<file path="config.mk">
export PLATFORM = sky130hd
export DESIGN_NAME = sliding_window_timing_stats
export DESIGN_NICKNAME = d
export VERILOG_FILES = /design/src/swts_pkg.sv /design/src/swts_queue.sv /design/src/swts_front.sv /design/src/swts_div.sv /design/src/swts_back.sv /design/src/sliding_window_timing_stats.sv
export SDC_FILE = /design/constraint.sdc
export NUM_CORES = 2
export LEC_CHECK = 0
export BUFFER_PORTS_ARGS = -buffer_cell sky130_fd_sc_hd__buf_2
export CAP_MARGIN = 40
export CORE_UTILIZATION = 35
export DETAILED_ROUTE_END_ITERATION = 7
export PLACE_DENSITY = 0.5
export SYNTH_ARGS = -nofsm -noshare
export SYNTH_HDL_FRONTEND = slang
export SYNTH_SLANG_ARGS = --single-unit
</file>
<file path="constraint.sdc">
create_clock -name i_clk -period 27.8 [get_ports i_clk]
set_clock_uncertainty 0.15 [all_clocks]
set_input_delay 4.17 -clock i_clk [delete_from_list [all_inputs] [get_ports i_clk]]
set_output_delay 4.17 -clock i_clk [all_outputs]
set_load 0.02 [all_outputs]
</file>
<file path="src/swts_pkg.sv">
package swts_pkg;

    localparam int DEPTH_DEF   = 64;
    localparam int TIME_W      = 32;
    localparam int SAMPLE_W    = 31;
    localparam int COUNT_OUT_W = 7;

    // Input command codes.
    localparam logic [1:0] CMD_ADD   = 2'd0;
    localparam logic [1:0] CMD_QUERY = 2'd1;
    localparam logic [1:0] CMD_CLEAR = 2'd2;

    // Result series codes.
    localparam logic [1:0] SER_CPU = 2'd0;
    localparam logic [1:0] SER_GPU = 2'd1;
    localparam logic [1:0] SER_SUM = 2'd2;

    // Work handed from the front to the back through the queue.
    typedef enum logic [1:0] {
        OP_ADD,
        OP_QUERY,
        OP_DISABLED_QUERY,
        OP_CLEAR
    } t_op;

    typedef struct packed {
        t_op                 op;
        logic [SAMPLE_W-1:0] cpu;
        logic [SAMPLE_W-1:0] gpu;
    } t_work;

endpackage

</file>
<file path="src/swts_queue.sv">
module swts_queue (
    input  logic          i_clk,
    input  logic          i_rst_n,
    input  logic          i_push,
    input  swts_pkg::t_work i_data,
    output logic          o_full,
    output logic          o_valid,
    input  logic          i_pop,
    output swts_pkg::t_work o_data
);
    import swts_pkg::*;

    t_work      r_slot [2];
    logic       r_wr_ptr;
    logic       r_rd_ptr;
    logic [1:0] r_used;
    logic       push_ok;
    logic       pop_ok;

    assign o_full  = (r_used == 2'd2);
    assign o_valid = (r_used != 2'd0);
    assign o_data  = r_slot[r_rd_ptr];
    assign push_ok = i_push && !o_full;
    assign pop_ok  = i_pop && o_valid;

    always_ff @(posedge i_clk) begin
        if (!i_rst_n) begin
            r_wr_ptr <= 1'b0;
            r_rd_ptr <= 1'b0;
            r_used   <= 2'd0;
        end else begin
            if (push_ok) begin
                r_slot[r_wr_ptr] <= i_data;
                r_wr_ptr         <= ~r_wr_ptr;
            end
            if (pop_ok) begin
                r_rd_ptr <= ~r_rd_ptr;
            end
            r_used <= r_used + {1'b0, push_ok} - {1'b0, pop_ok};
        end
    end

endmodule

</file>
<file path="src/swts_front.sv">
module swts_front (
    input  logic          i_clk,
    input  logic          i_rst_n,
    input  logic          i_valid,
    output logic          o_ready,
    input  logic [1:0]    i_command,
    input  logic [31:0]   i_cpu_time,
    input  logic [31:0]   i_gpu_time,
    input  logic          i_cfg_we,
    input  logic          i_cfg_data,
    input  logic          i_full,
    output logic          o_push,
    output swts_pkg::t_work o_work
);
    import swts_pkg::*;

    logic r_enable;
    logic accept;

    assign o_ready = !i_full;
    assign accept  = i_valid && !i_full;

    always_ff @(posedge i_clk) begin
        if (!i_rst_n) begin
            r_enable <= 1'b0;
        end else if (i_cfg_we) begin
            r_enable <= i_cfg_data;
        end
    end

    // Rejected adds and the unused command are dropped here.
    always_comb begin
        o_work.cpu = i_cpu_time[SAMPLE_W-1:0];
        o_work.gpu = i_gpu_time[SAMPLE_W-1:0];
        o_work.op  = OP_ADD;
        o_push     = 1'b0;
        unique case (i_command)
            CMD_ADD: begin
                o_push = accept && r_enable && !i_cpu_time[31] && !i_gpu_time[31];
            end
            CMD_QUERY: begin
                o_push    = accept;
                o_work.op = r_enable ? OP_QUERY : OP_DISABLED_QUERY;
            end
            CMD_CLEAR: begin
                o_push    = accept;
                o_work.op = OP_CLEAR;
            end
            default: begin
                o_push = 1'b0;
            end
        endcase
    end

endmodule

</file>
<file path="src/swts_div.sv">
module swts_div #(
    parameter int NUM_W = 39,
    parameter int DEN_W = 7
) (
    input  logic             i_clk,
    input  logic             i_rst_n,
    input  logic             i_start,
    input  logic [NUM_W-1:0] i_num,
    input  logic [DEN_W-1:0] i_den,
    output logic             o_done,
    output logic [NUM_W-1:0] o_quo
);
    localparam int NCW = $clog2(NUM_W + 1);

    logic             r_busy;
    logic             r_done;
    logic [NCW-1:0]   r_cnt;
    logic [DEN_W-1:0] r_rem;
    logic [NUM_W-1:0] r_quo;
    logic [DEN_W-1:0] r_den;
    logic [DEN_W:0]   shifted;
    logic             fits;

    // One quotient bit per cycle, restoring form.
    assign shifted = {r_rem, r_quo[NUM_W-1]};
    assign fits    = (shifted >= {1'b0, r_den});
    assign o_done  = r_done;
    assign o_quo   = r_quo;

    always_ff @(posedge i_clk) begin
        if (!i_rst_n) begin
            r_busy <= 1'b0;
            r_done <= 1'b0;
            r_cnt  <= '0;
        end else if (i_start) begin
            r_busy <= 1'b1;
            r_done <= 1'b0;
            r_cnt  <= NCW'(NUM_W);
            r_rem  <= '0;
            r_quo  <= i_num;
            r_den  <= i_den;
        end else if (r_busy) begin
            r_rem <= fits ? DEN_W'(shifted - {1'b0, r_den}) : shifted[DEN_W-1:0];
            r_quo <= {r_quo[NUM_W-2:0], fits};
            r_cnt <= r_cnt - 1'b1;
            if (r_cnt == NCW'(1)) begin
                r_busy <= 1'b0;
                r_done <= 1'b1;
            end
        end
    end

endmodule

</file>
<file path="src/swts_back.sv">
module swts_back #(
    parameter int DEPTH = swts_pkg::DEPTH_DEF
) (
    input  logic            i_clk,
    input  logic            i_rst_n,
    input  logic            i_work_valid,
    input  swts_pkg::t_work i_work,
    output logic            o_pop,
    output logic            o_valid,
    input  logic            i_ready,
    output logic [1:0]      o_series,
    output logic            o_valid_res,
    output logic [31:0]     o_mean_value,
    output logic [31:0]     o_minimum_value,
    output logic [31:0]     o_maximum_value,
    output logic [31:0]     o_median_value,
    output logic [6:0]      o_sample_count,
    output logic            o_last_result
);
    import swts_pkg::*;

    localparam int AW   = (DEPTH > 1) ? $clog2(DEPTH) : 1;
    localparam int CW   = $clog2(DEPTH + 1);
    localparam int SUMW = TIME_W + CW;
    localparam logic [CW-1:0] DEPTH_C = CW'(DEPTH);
    localparam logic [AW-1:0] LAST_SLOT = AW'(DEPTH - 1);

    typedef enum logic [2:0] {
        S_IDLE,
        S_SCAN,
        S_CAND,
        S_CWAIT,
        S_CMP,
        S_DIV,
        S_OUT
    } t_state;

    logic [SAMPLE_W-1:0] r_cpu_mem [DEPTH];
    logic [SAMPLE_W-1:0] r_gpu_mem [DEPTH];
    logic [SAMPLE_W-1:0] r_rd_cpu;
    logic [SAMPLE_W-1:0] r_rd_gpu;

    t_state          r_state;
    logic [CW-1:0]   r_count;
    logic [AW-1:0]   r_oldest;
    logic [1:0]      r_ser;
    logic [CW-1:0]   r_i;
    logic [CW-1:0]   r_a;
    logic            r_dv;
    logic [SUMW-1:0] r_sum;
    logic [31:0]     r_min;
    logic [31:0]     r_max;
    logic [31:0]     r_cand;
    logic [CW-1:0]   r_lt;
    logic [CW-1:0]   r_le;
    logic [31:0]     r_med1;
    logic [31:0]     r_med2;
    logic            r_div_start;

    logic            out_free;
    logic            inv_work;
    logic            out_load;
    logic            scan_done;
    logic [CW-1:0]   rd_off;
    logic [CW:0]     rd_sum;
    logic [AW-1:0]   rd_addr;
    logic [CW:0]     wr_sum;
    logic [AW-1:0]   wr_addr;
    logic            do_write;
    logic [31:0]     v;
    logic [CW-1:0]   k1;
    logic [CW-1:0]   k2;
    logic [31:0]     med;
    logic            div_done;
    logic [SUMW-1:0] div_quo;

    // Only an invalid answer needs the output register at pop time; adds,
    // clears and real queries can start while a result word still waits.
    assign out_free  = !o_valid || i_ready;
    assign inv_work  = (i_work.op == OP_DISABLED_QUERY) ||
                       ((i_work.op == OP_QUERY) && (r_count == '0));
    assign o_pop     = (r_state == S_IDLE) && i_work_valid && (out_free || !inv_work);
    assign out_load  = (o_pop && inv_work) || ((r_state == S_OUT) && out_free);
    assign scan_done = (r_i == r_count) && !r_dv;
    assign do_write  = o_pop && (i_work.op == OP_ADD);

    // Circular slot arithmetic: oldest plus an offset below twice the depth.
    assign rd_off  = (r_state == S_CAND) ? r_a : r_i;
    assign rd_sum  = (CW+1)'(r_oldest) + (CW+1)'(rd_off);
    assign rd_addr = (rd_sum >= (CW+1)'(DEPTH)) ? AW'(rd_sum - (CW+1)'(DEPTH)) : AW'(rd_sum);
    // A full window writes at the oldest slot, which this also yields.
    assign wr_sum  = (CW+1)'(r_oldest) + (CW+1)'(r_count);
    assign wr_addr = (wr_sum >= (CW+1)'(DEPTH)) ? AW'(wr_sum - (CW+1)'(DEPTH)) : AW'(wr_sum);

    always_comb begin
        case (r_ser)
            SER_CPU: v = {1'b0, r_rd_cpu};
            SER_GPU: v = {1'b0, r_rd_gpu};
            default: v = 32'(r_rd_cpu) + 32'(r_rd_gpu);
        endcase
    end

    assign k1  = (r_count - 1'b1) >> 1;
    assign k2  = r_count >> 1;
    assign med = r_count[0] ? r_med2 : 32'(({1'b0, r_med1} + {1'b0, r_med2}) >> 1);

    always_ff @(posedge i_clk) begin
        if (do_write) begin
            r_cpu_mem[wr_addr] <= i_work.cpu;
            r_gpu_mem[wr_addr] <= i_work.gpu;
        end
        r_rd_cpu <= r_cpu_mem[rd_addr];
        r_rd_gpu <= r_gpu_mem[rd_addr];
    end

    swts_div #(
        .NUM_W (SUMW),
        .DEN_W (CW)
    ) u_div (
        .i_clk   (i_clk),
        .i_rst_n (i_rst_n),
        .i_start (r_div_start),
        .i_num   (r_sum),
        .i_den   (r_count),
        .o_done  (div_done),
        .o_quo   (div_quo)
    );

    always_ff @(posedge i_clk) begin
        if (!i_rst_n) begin
            r_state     <= S_IDLE;
            r_count     <= '0;
            r_oldest    <= '0;
            r_ser       <= SER_CPU;
            r_i         <= '0;
            r_a         <= '0;
            r_dv        <= 1'b0;
            r_div_start <= 1'b0;
            o_valid     <= 1'b0;
        end else begin
            r_div_start <= 1'b0;
            if (out_load) begin
                o_valid <= 1'b1;
            end else if (i_ready) begin
                o_valid <= 1'b0;
            end
            unique case (r_state)
                S_IDLE: begin
                    if (o_pop) begin
                        unique case (i_work.op)
                            OP_ADD: begin
                                if (r_count == DEPTH_C) begin
                                    r_oldest <= (r_oldest == LAST_SLOT) ? '0 : r_oldest + 1'b1;
                                end else begin
                                    r_count <= r_count + 1'b1;
                                end
                            end
                            OP_CLEAR: begin
                                r_count  <= '0;
                                r_oldest <= '0;
                            end
                            OP_QUERY, OP_DISABLED_QUERY: begin
                                if (i_work.op == OP_QUERY && r_count != '0) begin
                                    r_ser   <= SER_CPU;
                                    r_i     <= '0;
                                    r_dv    <= 1'b0;
                                    r_sum   <= '0;
                                    r_min   <= '1;
                                    r_max   <= '0;
                                    r_state <= S_SCAN;
                                end else begin
                                    o_series        <= SER_CPU;
                                    o_valid_res     <= 1'b0;
                                    o_mean_value    <= '0;
                                    o_minimum_value <= '0;
                                    o_maximum_value <= '0;
                                    o_median_value  <= '0;
                                    o_sample_count  <= COUNT_OUT_W'(r_count);
                                    o_last_result   <= 1'b1;
                                end
                            end
                            default: begin
                                r_state <= S_IDLE;
                            end
                        endcase
                    end
                end
                S_SCAN: begin
                    r_dv <= (r_i != r_count);
                    if (r_i != r_count) begin
                        r_i <= r_i + 1'b1;
                    end
                    if (r_dv) begin
                        r_sum <= r_sum + SUMW'(v);
                        if (v < r_min) r_min <= v;
                        if (v > r_max) r_max <= v;
                    end
                    if (scan_done) begin
                        r_div_start <= 1'b1;
                        r_a         <= '0;
                        r_state     <= S_CAND;
                    end
                end
                S_CAND: begin
                    r_state <= S_CWAIT;
                end
                S_CWAIT: begin
                    r_cand  <= v;
                    r_i     <= '0;
                    r_dv    <= 1'b0;
                    r_lt    <= '0;
                    r_le    <= '0;
                    r_state <= S_CMP;
                end
                S_CMP: begin
                    r_dv <= (r_i != r_count);
                    if (r_i != r_count) begin
                        r_i <= r_i + 1'b1;
                    end
                    if (r_dv) begin
                        if (v < r_cand)  r_lt <= r_lt + 1'b1;
                        if (v <= r_cand) r_le <= r_le + 1'b1;
                    end
                    if (scan_done) begin
                        if (r_lt <= k1 && k1 < r_le) r_med1 <= r_cand;
                        if (r_lt <= k2 && k2 < r_le) r_med2 <= r_cand;
                        if (r_a == r_count - 1'b1) begin
                            r_state <= S_DIV;
                        end else begin
                            r_a     <= r_a + 1'b1;
                            r_state <= S_CAND;
                        end
                    end
                end
                S_DIV: begin
                    if (div_done) begin
                        r_state <= S_OUT;
                    end
                end
                S_OUT: begin
                    if (out_free) begin
                        o_series        <= r_ser;
                        o_valid_res     <= 1'b1;
                        o_mean_value    <= div_quo[31:0];
                        o_minimum_value <= r_min;
                        o_maximum_value <= r_max;
                        o_median_value  <= med;
                        o_sample_count  <= COUNT_OUT_W'(r_count);
                        o_last_result   <= (r_ser == SER_SUM);
                        if (r_ser == SER_SUM) begin
                            r_state <= S_IDLE;
                        end else begin
                            r_ser   <= r_ser + 1'b1;
                            r_i     <= '0;
                            r_dv    <= 1'b0;
                            r_sum   <= '0;
                            r_min   <= '1;
                            r_max   <= '0;
                            r_state <= S_SCAN;
                        end
                    end
                end
                default: begin
                    r_state <= S_IDLE;
                end
            endcase
        end
    end

endmodule

</file>
<file path="src/sliding_window_timing_stats.sv">
// An add or clear enters the queue when accepted and reaches the window when the idle back pops it.
// A query walks the window per series for sum, minimum and maximum, then again for each held pair
// as median candidate while the 39-step mean divider runs; it returns three result words.
// An invalid query answers with one result word, loaded into the output register when the back pops it.
// Throughput: one add or clear per cycle while the back is idle and the queue has room.
// Reset: synchronous active low; window empty, collection disabled, no memory clear pass.
module sliding_window_timing_stats #(
    parameter int WINDOW_DEPTH = swts_pkg::DEPTH_DEF
) (
    input  logic        i_clk,
    input  logic        i_rst_n,
    input  logic        i_valid,
    output logic        o_ready,
    input  logic [1:0]  i_command,
    input  logic [31:0] i_cpu_time,
    input  logic [31:0] i_gpu_time,
    input  logic        i_cfg_we,
    input  logic        i_cfg_data,
    output logic        o_valid,
    input  logic        i_ready,
    output logic [1:0]  o_series,
    output logic        o_valid_res,
    output logic [31:0] o_mean_value,
    output logic [31:0] o_minimum_value,
    output logic [31:0] o_maximum_value,
    output logic [31:0] o_median_value,
    output logic [6:0]  o_sample_count,
    output logic        o_last_result
);
    import swts_pkg::*;

    // The front checks each word against the enable register and the sign
    // of both times, then pushes the surviving work into a two-entry queue.
    // The back owns the window memories, the fill count and the oldest slot,
    // and walks the window for queries while new words keep queueing.
    logic  push;
    logic  full;
    logic  work_valid;
    logic  pop;
    t_work push_work;
    t_work pop_work;

    swts_front u_front (
        .i_clk      (i_clk),
        .i_rst_n    (i_rst_n),
        .i_valid    (i_valid),
        .o_ready    (o_ready),
        .i_command  (i_command),
        .i_cpu_time (i_cpu_time),
        .i_gpu_time (i_gpu_time),
        .i_cfg_we   (i_cfg_we),
        .i_cfg_data (i_cfg_data),
        .i_full     (full),
        .o_push     (push),
        .o_work     (push_work)
    );

    swts_queue u_queue (
        .i_clk   (i_clk),
        .i_rst_n (i_rst_n),
        .i_push  (push),
        .i_data  (push_work),
        .o_full  (full),
        .o_valid (work_valid),
        .i_pop   (pop),
        .o_data  (pop_work)
    );

    // The back's output register lets the next query start its walk while
    // the previous result word still waits for the consumer.
    swts_back #(
        .DEPTH (WINDOW_DEPTH)
    ) u_back (
        .i_clk           (i_clk),
        .i_rst_n         (i_rst_n),
        .i_work_valid    (work_valid),
        .i_work          (pop_work),
        .o_pop           (pop),
        .o_valid         (o_valid),
        .i_ready         (i_ready),
        .o_series        (o_series),
        .o_valid_res     (o_valid_res),
        .o_mean_value    (o_mean_value),
        .o_minimum_value (o_minimum_value),
        .o_maximum_value (o_maximum_value),
        .o_median_value  (o_median_value),
        .o_sample_count  (o_sample_count),
        .o_last_result   (o_last_result)
    );

endmodule

</file>
==> impl_metrics.yaml <==
cells_and_area:
  design_area_mm2: 0.211
  syn2layout_area_growth_pct: 15.6
  layout.nets: 9570
  fin_util_pct: 40.6
  drive_above_1_share_pct: 28.2
logic_synthesis:
  synth-simple-area-share_pct: 2.35
  synthMuxAreaShare_pct: 16.3
  synth_ff_type: "edfxtp_1"
  ys_ff_latch: 4612
  synth_top_family_by_area: "multiplexers"
  synth-compound-area-share_pct: 2.33
  avgSynthCellArea_um2: 21.3
  synth-edff-count: 4501
  synthCells: 8588
  synth_top_cell_by_area: "edfxtp_1"
  synth_adder_area_share_pct: 1.78
  ys_warn_count: 0
  yosysMostFrequentCell: "edfxtp_1"
  synth_area_leaders: "edfxtp_1 74%, mux4_2 15%, ha_1 1.7%"
  synth_top_area_share_pct: 74.0
  syn-num-nets: 8917
  synth.cell_area_mm2: 0.183
  ys_types: 80
  yosysSeqAreaShare_pct: 75.2
  yosys.area_share.xor_xnor_pct: 0.730
  yosys-top-cells-count: "4501 x edfxtp_1, 1240 x mux4_2, 340 x nor2_1"
  async_flop_share_pct: 0
run_status:
  status: "finished clean"
global_route:
  overflow: 0
  grt-busiest-layer: "met2"
  use_met2_pct: 31.7
  first_global_vias: 92300
  grt_util_all_layers_pct: 19.4
  antenna_found_initial: 35
  grt_max_degree: 114
  grt_first_pass_wirelength_um: 728000
  use_met3_pct: 2.81
  grtUsageMet1_pct: 27.6
clocking:
  cts_tree: "done"
  insertion_delay_ps: 1050
  cts_buffer_depth: 4
  post-cts-setup-buffers: 0
  ctsHoldBuffers: 0
  cts_made_buffers: 475
  htreeDepth: 5
  cts-root-buf: "clkbuf_16"
  cts_resized: 0
  cts_sinks: 4612
  clk_pin_slew_ps: 60
worst_hold_path:
  hold_start: "u_back.r_cand[16]"
  hp-class: "flop to flop"
  hold_end: "u_back.r_med2[16]"
  min_path_cells: 0
drt:
  wl_um: 521000
  dr.pass1.iters: 6
  route.detailed.drc: 0
  viasPerCell: 5.45
  antenna_left: 0
  drt_iter0_drc: 9213
  vias: 90400
  wl_per_cell_um: 31.4
timing:
  timing.fmax_mhz: 120
  hold_viol: 0
  rsz0062_at_grt: "false"
  finalMaxSlewViolations: 0
  tightest_slew_ps: 1130
  whs_ps: 328
  finalCriticalPeriod_ps: 8340
  fin_tns_setup_ps: 0
  relSlewSlack_pct: 24.8
  setup_violations: 0
  fin_crit_sh_pct: 30.0
worst_setup_path:
  crit_fanout: 51
  critPathKind: "flop to flop"
  critPathLaunchType: "flop"
  rr_endpoint: "u_back.r_rd_gpu[21]"
  cp.required_ps: 28500
  cp_data_arrival_time_ps: 9040
  rrSetupSlack_ps: 19460
  r2r_cells: 15
  endpoint_kind: "flop"
  r2r-start: "u_back.r_state[1]"
run:
  maxCapViolations: 0
pwr:
  powerDensity_mw_per_mm2: 79.5
  irDropWorstVdd_mv: 0.0569
  power_mw: 16.8
  p_leak_nw: 67.3
placement:
  io_buffers: 212
  dp_hpwl_um: 313000
  dpl_cell_area_mm2: 0.196
  gp_congestion: 0.845
floorplanning:
  rows: 265
  die_w_um: 725
  io_pins: 213
  initial_core_util_pct: 35.1
  dieArea_mm2: 0.525
  die_h_um: 725
  core_mm2: 0.521
## state kept, by name, indices dropped and copies added, names as in the netlist, 39 cells and up, named ones only
signal and cells:
u_back.r_cpu_mem 1984, u_back.r_gpu_mem 1984, u_back.r_sum 39, u_back.u_div.o_quo 39, u_queue.r_slot 128
## power breakdown
group / total, mW / internal [mW] / switching [mW]
clock: 6.38 / 3.66 / 2.72
combinational: 2.15 / 0.766 / 1.38
sequential: 8.28 / 8.16 / 0.116
total: 16.8 / 12.6 / 4.22
## through the flow
| step | setup WS (ps) | std cells |
|---|---|---|
| final | 19460 | 16600 |
| after global routing | 19060 | 16600 |
| after CTS | 19320 | 16600 |
| after detailed placement | 19270 | 15700 |
| after global placement | 18930 | 15600 |
| after floorplan | 12120 | 8588 |
## layout make-up
| type | count | area (um2) |
|---|---|---|
| antenna | 12 | 30.0 |
| fill | 45700 | 309000 |
| tap | 6942 | 8690 |
| sequential | 4612 | 137000 |
| clock inverter | 275 | 2820 |
| clock buffer | 599 | 12600 |
| timing repair buffer | 576 | 5340 |
| inverter | 196 | 736 |
| multi-input combinational | 3380 | 43700 |
## worst max-delay path, cell delays in order, from the launching register on
cell and delay (ps):
dfxtp_1 560, nor2b_2 270, nor2b_1 600, mux2_2 320, ha_4 150, inv_1 80, fa_4 1250, buf_4 630
buf_4 670, buf_4 830, buf_4 690, buf_4 690, mux4_2 400, mux4_2 550, mux2i_1 190, a21oi_1 110
## per-layer routing
metal	wire length, um	up-vias
met4	13100	10
met1	227000	49500
met2	250000	3094
met3	31200	662
li1	-	37100
met5	64	-
## placed cells by master, fill, tap and decap left out, drive strengths merged, types with 8 or more instances in the layout
cell	synthesis	routed
edfxtp	4501	4501
a22o	13	13
buf	137	576
xor2	57	57
nor2	340	340
a21o	72	72
mux2	106	106
o21bai	13	13
o211ai	18	18
o21a	26	26
diode	0	12
or2	8	8
and2	12	12
nor3	44	44
o21ai	94	94
inv	193	211
nor2b	90	90
and3	57	57
or3	11	11
ha	251	251
clkinv	3	190
nand2b	29	29
a211oi	81	81
clkinvlp	0	22
a22oi	9	9
xnor2	85	85
a221oi	16	16
a21oi	231	231
a31oi	17	17
bufinv	0	48
nand2	163	163
nand4	44	44
mux4	1240	1240
o31ai	8	8
nor4	10	10
mux2i	75	75
nand3	57	57
clkbuf	263	599
dfxtp	111	111
## worst max path at each step
stage | startpoint | to | slack [ps]
detailed placement | u_back.r_state[1] | u_back.r_rd_gpu[11] | 19270
finish | u_back.r_state[1] | u_back.r_rd_gpu[21] | 19460
global placement | i_ready | u_back.r_cpu_mem[14][11] | 18930
CTS | u_back.r_state[1] | u_back.r_rd_gpu[11] | 19320
global route | u_back.r_state[1] | u_back.r_rd_gpu[24] | 19060
floorplan | i_ready | u_back.o_last_result | 12120
## kinds of logic (layout without fill, tap and decap cells)
| kind of cell | after synthesis | in the layout |
|---|---|---|
| AND/OR/NAND/NOR | 897 | 897 |
| other | 0 | 12 |
| XOR/XNOR | 146 | 146 |
| adder cells (fa/ha/maj) | 257 | 257 |
| AO/OA/AOI/OAI | 659 | 659 |
| flip-flops | 4612 | 4612 |
| buffers and inverters | 596 | 1646 |
| multiplexers | 1421 | 1421 |
Note: power is estimated with default switching activity, not from simulation.
